--- src/rtl/core/emt_pkg.sv ---
// Shared widths, constants and types of the event and GPS time matcher.
package emt_pkg;

  localparam int SEC_W      = 32;
  localparam int RATE_W     = 32;
  localparam int FRAC_W     = 24;
  localparam int TOL_W      = 24;
  localparam int TICK_W     = 24;
  localparam int WHOLE_W    = SEC_W + 1;
  localparam int DELTA_W    = SEC_W + 3;
  localparam int DIVIDEND_W = 56;
  localparam int SUM_W      = 59;
  localparam int OFFSET_W   = 41;
  localparam int IN_DATA_W  = 192;
  localparam int OUT_DATA_W = 48;
  localparam int CFG_IDX_W  = 1;

  localparam logic [TICK_W-1:0] TICKS_PER_SECOND = 24'd10000000;
  localparam logic [RATE_W-1:0] DEFAULT_CLOCK_RATE_RESET = 32'd200453324;
  localparam logic [TOL_W-1:0]  MATCH_TOLERANCE_RESET = 24'd500000;

  localparam logic signed [SUM_W-1:0] SUM_OFFSET_MAX = 59'sd1099511627775;
  localparam logic signed [SUM_W-1:0] SUM_OFFSET_MIN = -59'sd1099511627776;

  typedef enum logic [CFG_IDX_W-1:0] {
    REG_DEFAULT_RATE = 1'b0,
    REG_TOLERANCE    = 1'b1
  } cfg_reg_t;

  typedef struct packed {
    logic busy;
    logic done;
  } unit_stat_t;

endpackage

--- src/rtl/core/emt_div.sv ---
// Bit-serial restoring divider giving one quotient bit per cycle.
module emt_div (
  input  logic                                 clk,
  input  logic                                 rst,
  input  logic                                 start,
  input  logic [emt_pkg::DIVIDEND_W-1:0]       dividend,
  input  logic [emt_pkg::RATE_W-1:0]           divisor,
  output logic [emt_pkg::DIVIDEND_W-1:0]       quotient,
  output emt_pkg::unit_stat_t                  stat
);

  localparam int DW  = emt_pkg::DIVIDEND_W;
  localparam int RW  = emt_pkg::RATE_W;
  localparam int CNT_W = $clog2(DW);

  logic [DW-1:0]    work;
  logic [RW-1:0]    rem;
  logic [RW-1:0]    div;
  logic [CNT_W-1:0] count;
  logic             busy;
  logic             done;

  logic [RW:0]   shifted;
  logic [RW+1:0] diff;
  logic          ge;

  always_comb begin
    shifted = {rem, work[DW-1]};
    diff    = {1'b0, shifted} - {2'b00, div};
    ge      = ~diff[RW+1];
  end

  always_ff @(posedge clk) begin
    if (rst) begin
      busy <= 1'b0;
      done <= 1'b0;
    end else begin
      done <= 1'b0;
      if (start) begin
        busy <= 1'b1;
      end else if (busy && count == '0) begin
        busy <= 1'b0;
        done <= 1'b1;
      end
    end
  end

  always_ff @(posedge clk) begin
    if (start) begin
      work  <= dividend;
      rem   <= '0;
      div   <= divisor;
      count <= CNT_W'(DW - 1);
    end else if (busy) begin
      work  <= {work[DW-2:0], ge};
      rem   <= ge ? diff[RW-1:0] : shifted[RW-1:0];
      count <= count - 1'b1;
    end
  end

  assign quotient  = work;
  assign stat.busy = busy;
  assign stat.done = done;

endmodule

--- src/rtl/core/emt_mul.sv ---
// Serial multiplier by ticks/s, one constant bit per cycle, minus subtrahend.
module emt_mul (
  input  logic                                clk,
  input  logic                                rst,
  input  logic                                start,
  input  logic signed [emt_pkg::DELTA_W-1:0]  multiplicand,
  input  logic [emt_pkg::FRAC_W-1:0]          subtrahend,
  output logic signed [emt_pkg::SUM_W-1:0]    product,
  output emt_pkg::unit_stat_t                 stat
);

  localparam int SW    = emt_pkg::SUM_W;
  localparam int TW    = emt_pkg::TICK_W;
  localparam int CNT_W = $clog2(TW);

  logic signed [SW-1:0]               acc;
  logic signed [emt_pkg::DELTA_W-1:0] mcand;
  logic [emt_pkg::FRAC_W-1:0]         sub;
  logic [CNT_W-1:0]                   count;
  logic                               busy;
  logic                               fix;
  logic                               done;

  logic signed [SW-1:0] addend;

  always_comb begin
    addend = '0;
    if (emt_pkg::TICKS_PER_SECOND[count]) begin
      addend = SW'(mcand);
    end
  end

  always_ff @(posedge clk) begin
    if (rst) begin
      busy <= 1'b0;
      fix  <= 1'b0;
      done <= 1'b0;
    end else begin
      done <= 1'b0;
      if (start) begin
        busy <= 1'b1;
        fix  <= 1'b0;
      end else if (fix) begin
        busy <= 1'b0;
        fix  <= 1'b0;
        done <= 1'b1;
      end else if (busy && count == '0) begin
        fix <= 1'b1;
      end
    end
  end

  always_ff @(posedge clk) begin
    if (start) begin
      acc   <= '0;
      mcand <= multiplicand;
      sub   <= subtrahend;
      count <= CNT_W'(TW - 1);
    end else if (fix) begin
      acc <= acc - $signed({{(SW - emt_pkg::FRAC_W){1'b0}}, sub});
    end else if (busy) begin
      acc   <= (acc <<< 1) + addend;
      count <= count - 1'b1;
    end
  end

  assign product   = acc;
  assign stat.busy = busy;
  assign stat.done = done;

endmodule

--- src/rtl/core/event_gps_time_matcher_top.sv ---
// Top level of the event and GPS time matcher: baseline, sequencing and result stage.
//
// One input word carries a trigger event and a GPS timestamp; one output word
// per input word gives the match flag and the saturated signed offset between
// the rebuilt event time and the GPS time, in 100 ns ticks.
// The input side is taken only when the block is idle. A word is accepted,
// then the S_PROD state starts the serial divider on the product of trigger
// clocks and ticks per second, for the sub-second part, one quotient bit at a
// time; the whole-seconds product runs serially beside it. S_SUM adds the
// quotient to that product and S_FIN saturates the sum into the output
// register; only then is a new word accepted.
// The output register holds a finished word while the receiver stalls; the
// next input word is still accepted and worked on, and waits in the final
// stage until the output register is free. Reset clears the baseline, sets
// both configuration registers to their defaults and empties the output
// register. Configuration is written through cfg_we, cfg_index and cfg_data;
// the user must write it only while no word is in flight, as the block
// itself does not enforce this.
module event_gps_time_matcher_top (
  input  logic                               clk,
  input  logic                               rst,
  input  logic                               s_tvalid,
  output logic                               s_tready,
  // event_seconds, pps_count, trigger_clocks, clocks_per_second, gps_seconds,
  // gps_fraction, force_reset, zero fill
  input  logic [emt_pkg::IN_DATA_W-1:0]      s_tdata,
  output logic                               m_tvalid,
  input  logic                               m_tready,
  // match, time_offset, zero fill
  output logic [emt_pkg::OUT_DATA_W-1:0]     m_tdata,
  input  logic                               cfg_we,
  input  logic [emt_pkg::CFG_IDX_W-1:0]      cfg_index,
  input  logic [emt_pkg::RATE_W-1:0]         cfg_data
);

  localparam int SW = emt_pkg::SUM_W;

  typedef enum logic [4:0] {
    S_IDLE = 5'b00001,
    S_PROD = 5'b00010,
    S_RUN  = 5'b00100,
    S_SUM  = 5'b01000,
    S_FIN  = 5'b10000
  } state_t;

  state_t state;

  logic [emt_pkg::RATE_W-1:0]         default_rate;
  logic [emt_pkg::TOL_W-1:0]          tolerance;
  logic [emt_pkg::SEC_W-1:0]          base_sec;
  logic [emt_pkg::SEC_W-1:0]          base_pps;
  logic                               base_valid;
  logic [emt_pkg::SEC_W-1:0]          trig;
  logic [emt_pkg::RATE_W-1:0]         rate;
  logic signed [emt_pkg::DELTA_W-1:0] delta;
  logic [emt_pkg::FRAC_W-1:0]         gps_frac;
  logic                               secs_ok;
  logic signed [SW-1:0]               sum;

  logic [emt_pkg::SEC_W-1:0]   in_ev_sec;
  logic [emt_pkg::SEC_W-1:0]   in_pps;
  logic [emt_pkg::SEC_W-1:0]   in_trig;
  logic [emt_pkg::RATE_W-1:0]  in_cps;
  logic [emt_pkg::SEC_W-1:0]   in_gps_sec;
  logic [emt_pkg::FRAC_W-1:0]  in_gps_frac;
  logic                        in_force;

  logic                               take;
  logic [emt_pkg::WHOLE_W-1:0]        whole_next;
  logic signed [emt_pkg::DELTA_W-1:0] delta_next;
  logic [emt_pkg::SEC_W:0]            sec_diff;
  logic [emt_pkg::RATE_W-1:0]         rate_next;
  logic                               accept;

  logic [emt_pkg::DIVIDEND_W-1:0] dividend;
  logic [emt_pkg::DIVIDEND_W-1:0] quotient;
  logic signed [SW-1:0]           product;
  emt_pkg::unit_stat_t            div_stat;
  emt_pkg::unit_stat_t            mul_stat;
  logic                           unit_start;

  logic signed [SW-1:0]               tol_s;
  logic                               in_window;
  logic [emt_pkg::OFFSET_W-1:0]       offset;
  logic                               out_free;

  assign in_ev_sec   = s_tdata[31:0];
  assign in_pps      = s_tdata[63:32];
  assign in_trig     = s_tdata[95:64];
  assign in_cps      = s_tdata[127:96];
  assign in_gps_sec  = s_tdata[159:128];
  assign in_gps_frac = s_tdata[183:160];
  assign in_force    = s_tdata[184];

  assign s_tready = (state == S_IDLE);
  assign accept   = s_tvalid && s_tready;

  always_comb begin
    take = ~base_valid || in_force || (in_pps < base_pps);
    if (take) begin
      whole_next = {1'b0, in_ev_sec};
    end else begin
      whole_next = {1'b0, base_sec} + {1'b0, in_pps - base_pps};
    end
    delta_next = $signed({2'b00, whole_next}) - $signed({3'b000, in_gps_sec});
    sec_diff   = {1'b0, in_ev_sec} - {1'b0, in_gps_sec};
    if (in_cps != '0) begin
      rate_next = in_cps;
    end else if (default_rate != '0) begin
      rate_next = default_rate;
    end else begin
      rate_next = emt_pkg::RATE_W'(1);
    end
  end

  assign unit_start = (state == S_PROD);
  assign dividend   = emt_pkg::DIVIDEND_W'(trig) *
                      emt_pkg::DIVIDEND_W'(emt_pkg::TICKS_PER_SECOND);

  emt_div u_div (
    .clk      (clk),
    .rst      (rst),
    .start    (unit_start),
    .dividend (dividend),
    .divisor  (rate),
    .quotient (quotient),
    .stat     (div_stat)
  );

  emt_mul u_mul (
    .clk          (clk),
    .rst          (rst),
    .start        (unit_start),
    .multiplicand (delta),
    .subtrahend   (gps_frac),
    .product      (product),
    .stat         (mul_stat)
  );

  always_comb begin
    tol_s = $signed({{(SW - emt_pkg::TOL_W){1'b0}}, tolerance});
    if (sum[SW-1]) begin
      in_window = (sum + tol_s) > $signed(SW'(0));
    end else begin
      in_window = sum < tol_s;
    end
    if (sum > emt_pkg::SUM_OFFSET_MAX) begin
      offset = emt_pkg::SUM_OFFSET_MAX[emt_pkg::OFFSET_W-1:0];
    end else if (sum < emt_pkg::SUM_OFFSET_MIN) begin
      offset = emt_pkg::SUM_OFFSET_MIN[emt_pkg::OFFSET_W-1:0];
    end else begin
      offset = sum[emt_pkg::OFFSET_W-1:0];
    end
    out_free = ~m_tvalid || m_tready;
  end

  always_ff @(posedge clk) begin
    if (rst) begin
      default_rate <= emt_pkg::DEFAULT_CLOCK_RATE_RESET;
      tolerance    <= emt_pkg::MATCH_TOLERANCE_RESET;
    end else if (cfg_we) begin
      case (emt_pkg::cfg_reg_t'(cfg_index))
        emt_pkg::REG_DEFAULT_RATE: begin
          default_rate <= cfg_data;
        end
        emt_pkg::REG_TOLERANCE: begin
          tolerance <= cfg_data[emt_pkg::TOL_W-1:0];
        end
        default: begin
        end
      endcase
    end
  end

  always_ff @(posedge clk) begin
    if (rst) begin
      state      <= S_IDLE;
      base_valid <= 1'b0;
      base_sec   <= '0;
      base_pps   <= '0;
      m_tvalid   <= 1'b0;
    end else begin
      if (state == S_FIN && out_free) begin
        m_tvalid <= 1'b1;
      end else if (m_tready) begin
        m_tvalid <= 1'b0;
      end
      case (state)
        S_IDLE: begin
          if (accept) begin
            if (take) begin
              base_sec   <= in_ev_sec;
              base_pps   <= in_pps;
              base_valid <= 1'b1;
            end
            state <= S_PROD;
          end
        end
        S_PROD: begin
          state <= S_RUN;
        end
        S_RUN: begin
          if (div_stat.done && !mul_stat.busy) begin
            state <= S_SUM;
          end
        end
        S_SUM: begin
          state <= S_FIN;
        end
        S_FIN: begin
          if (out_free) begin
            state <= S_IDLE;
          end
        end
        default: begin
          state <= S_IDLE;
        end
      endcase
    end
  end

  always_ff @(posedge clk) begin
    if (accept) begin
      trig     <= in_trig;
      rate     <= rate_next;
      delta    <= delta_next;
      gps_frac <= in_gps_frac;
      secs_ok  <= (sec_diff == '0) || (sec_diff == (emt_pkg::SEC_W + 1)'(1)) ||
                  (sec_diff == '1);
    end
    if (state == S_SUM) begin
      sum <= product + $signed({3'b000, quotient});
    end
    if (state == S_FIN && out_free) begin
      m_tdata <= {{(emt_pkg::OUT_DATA_W - emt_pkg::OFFSET_W - 1){1'b0}},
                  offset, secs_ok && in_window};
    end
  end

endmodule

--- config.mk ---
export PLATFORM = sky130hd
export DESIGN_NAME = event_gps_time_matcher_top
export DESIGN_NICKNAME = d
export VERILOG_FILES = /design/src/rtl/core/emt_pkg.sv /design/src/rtl/core/emt_div.sv /design/src/rtl/core/emt_mul.sv /design/src/rtl/core/event_gps_time_matcher_top.sv
export SDC_FILE = /design/constraint.sdc
export NUM_CORES = 2
export LEC_CHECK = 0
export ABC_CLOCK_PERIOD_IN_PS = 30800
export BUFFER_PORTS_ARGS = -buffer_cell sky130_fd_sc_hd__buf_4
export CORE_MARGIN = 2
export CORE_UTILIZATION = 36
export CTS_BUF_LIST = sky130_fd_sc_hd__clkbuf_8
export CTS_CLUSTER_DIAMETER = 150
export CTS_CLUSTER_SIZE = 24
export DETAILED_ROUTE_END_ITERATION = 10
export PLACE_DENSITY = 0.62
export SYNTH_ARGS = -nofsm -noshare
export SYNTH_HDL_FRONTEND = slang
export SYNTH_HIERARCHICAL = 1
export SYNTH_SLANG_ARGS = --single-unit
--- constraint.sdc ---
create_clock -name clk -period 30.8 [get_ports clk]
set_clock_uncertainty 0.15 [all_clocks]
set_input_delay 6.16 -clock clk [delete_from_list [all_inputs] [get_ports clk]]
set_output_delay 6.16 -clock clk [all_outputs]
set_load 0.01 [all_outputs]
==> impl.org <==
** STA
- Final clock period utilization by the worst path :: 43.4%
- The worst path meets setup with 17.43 ns of slack.
- Final hold analysis gives a worst-case slack of between 0.2 and 0.3 ns.
- Endpoints failing hold :: 0
- Setup repair after global routing left no endpoint under its margin.
- F_max :: 74.8 MHz
- The number of max-slew violations in the final report was 0.
- At the pin with the least slew margin, the transition time is about 1.3 ns.
- Headroom to the max-slew limit :: 11.5%
- Setup violations remaining at the end of the flow were counted as 0.
- For the finished layout, the period the worst path requires is 13.37 ns.
- Setup tns final :: 0 ns

** Detailed routing
- In the routed design, unresolved DRC markers number 0.
- Average wire per cell in the routed design :: roughly 18 um
- The routed layout has 41000 vias.
- Once detail routing completed, the nets flagged for antenna violations numbered 0.
- Drt pass-1 iters :: 5
- Final wirelength :: 142000 um
- The first routing iteration left just under 3000 violations.
- Using the TritonRoute via totals, the vias-per-cell ratio works out to ~5.3.

** Floorplanning
- Floorplan Core Area :: 0.140 sq mm
- The floorplan has 137 rows.
- Die outline area :: 0.144 sq mm
- For this configuration, the core starts out at a cell density of about 36%.
- Pin placement for this block handled 280 I/O pins.
- In this run the vertical extent of the chip is 379 um.
- X dimension of the die :: 379 um

** Layout
- Fillers :: roughly 14000
- The area growth from synthesis to layout is 9.05%.
- Area of all placed cells without fillers :: roughly 0.055 sq mm
- Commonest cells after routing, fill and taps aside :: nand2_1 (631), inv_1 (593), ha_1 (575)
- The library cell used most frequently in the layout, excluding fill and tap cells, is nand2_1.
- Of the cells placed in the final design, the portion with a size suffix greater than 1 is under 10%.
- NumNets Final :: 6757

** Yosys
- After synthesis the cells add up to slightly above 0.05 sq mm.
- Syn Inst Count :: ~5600
- The Yosys step of the flow raised 6 warnings.
- After synthesis, the mean cell area works out to 8.98 sq um.

** Worst setup path
- Worst endpoint required time :: around 31 ns
- Counting both buffers and inverters, the worst setup path holds a total of 4.
- Kind of capture point of the worst setup path :: flip-flop
- On the worst path, the slowest cell contributes a delay of 0.63 ns.
- Most common cell type on the critical path :: o211ai_1
- Crit Path Class :: input port to flip-flop
- The worst register-to-register path has a depth of 28.
- Worst Path Arrival :: 13.70 ns
- The worst setup path is launched from an input port.
- Family with the most delay on the worst path :: compound AO/OA/AOI/OAI gates
- CP Max Fanout :: 66
- In this run the register-to-register setup slack is around 23 ns.
- The startpoint identified for the worst register-to-register timing path is base_pps[0]$_SDFFE_PP0P_.
- The endpoint identified for the worst register-to-register timing path is delta[32]$_DFFE_PP_.
- Among all stages on the critical path, the largest delay is contributed by a2111oi_0.

** Min path
- Worst hold stages :: 0
- The path class of the tightest hold or removal check is flip-flop to flip-flop.
- Capture endpoint of the worst hold path :: u_mul/sub[3]$_DFFE_PP_
- Hold path startpoint :: gps_frac[3]$_DFFE_PP_

** Clock network
- CTS placed an instance of clkbuf_8 at the clock tree root.
- Clock sinks :: 605
- Clock latency at the later pin of the worst-skew pair :: between 0.7 and 0.8 ns
- In this run the deepest clock path goes through 3 buffers.
- After clock tree synthesis, the clock-pin slew on the worst setup and hold paths is 0.14 ns.
- Clock tree from TritonCTS :: yes
- After clock tree synthesis, the setup repair step added 0 buffers.
- After clock tree synthesis, the repair step resized 0 gates.
- CTS Buf Count :: 34
- H-Tree Level Count :: 2
- The number of hold buffers added after CTS was 0.

** Placed design
- Port buffer count :: ~270
- Global placer's final weighted congestion :: 0.921
- Once placement finished, the instance area stood at 0.0545 sq mm.
- Summed over all nets, the half-perimeter wirelength after detailed placement is roughly 110000 um.
- Before CTS, the worst setup slack after placement is 16.72 ns.

** GRT
- The first global-routing pass estimated between 200000 and 250000 um of wire.
- Sum of overflow across all layers after global routing :: 0
- For this run, the total global-route usage over all layers was measured as around a fifth.
- The via count of the first global-routing pass is approximately 40000.
- Maximum number of pins on one net before global-route repair :: around 120
- Initial antenna violation count :: 6

** Job
- Maximum capacitance violations :: 0

** Status
- The run finished with clean final reports.
-- metal layers --
metal / track usage [%] / vias up / wire length (um)
met5: 0 / - / 38
met4: 4.69 / 6 / 3380
met3: 2.22 / 157 / 6740
met2: 31.8 / 939 / 65200
met1: 26.7 / 19600 / 66300
li1: - / 20300 / -
-- how the worst max path moves through the flow --
stage / start / endpoint / slack, ns / depth (start not counted)
final: s_tdata[32] / delta[32]$_DFFE_PP_ / 17.43 / 30
after global routing: s_tdata[32] / delta[32]$_DFFE_PP_ / 17.00 / 30
after CTS: s_tdata[32] / delta[32]$_DFFE_PP_ / 17.54 / 30
after detailed placement: s_tdata[32] / delta[32]$_DFFE_PP_ / 16.72 / 30
after global placement: s_tdata[32] / delta[32]$_DFFE_PP_ / 16.85 / 30
after floorplan: s_tdata[32] / delta[32]$_DFFE_PP_ / 18.50 / 29
-- state kept, by name, indices dropped and copies added (netlist names), 5 cells and up, named ones only --
signal and cells:
u_mul/count 5, base_sec 32, base_pps 32, m_tdata 42, rate 32, u_div/rem 32, delta 34, state 5
tolerance 24, u_div/quotient 56, u_mul/sub 24, u_div/count 6, trig 32, gps_frac 24, sum 59, u_mul/mcand 35
u_mul/product 59, u_div/div 32, default_rate 32
-- cell type report --
class | instances | area (sq um) | share of cell area [%]
antenna | 1 | 2.50 | 0.00453
clock buffer | 34 | 468 | 0.848
clock inverter | 28 | 251 | 0.456
inverter | 581 | 2180 | 3.95
multi-input combinational | 4265 | 31900 | 57.8
sequential | 605 | 15800 | 28.7
tap | 1876 | 2350 | 4.25
timing repair buffer | 292 | 2200 | 3.99
-- worst register-to-register path, delay by kind of cell (launching register included) --
family / cells / cell delay [ns]
multiplexers: 1 / 0.29
buffers and inverters: 2 / 0.40
XOR/XNOR: 1 / 0.14
AO/OA/AOI/OAI: 19 / 5.22
flip-flops: 1 / 0.35
AND/OR/NAND/NOR: 1 / 0.16
adder cells (fa/ha/maj): 4 / 1.20
-- per-stage QoR --
step	cells	util (%)
3_3_place_gp	7619	39.0
6_report	7682	39.6
2_1_floorplan	5645	-
4_1_cts	7681	39.6
3_5_place_dp	7619	39.0
5_1_grt	7682	39.6
Power is left out: the tool's default activity adds up to more than one toggle a clock period on the data nets, which glitch-free logic cannot reach.
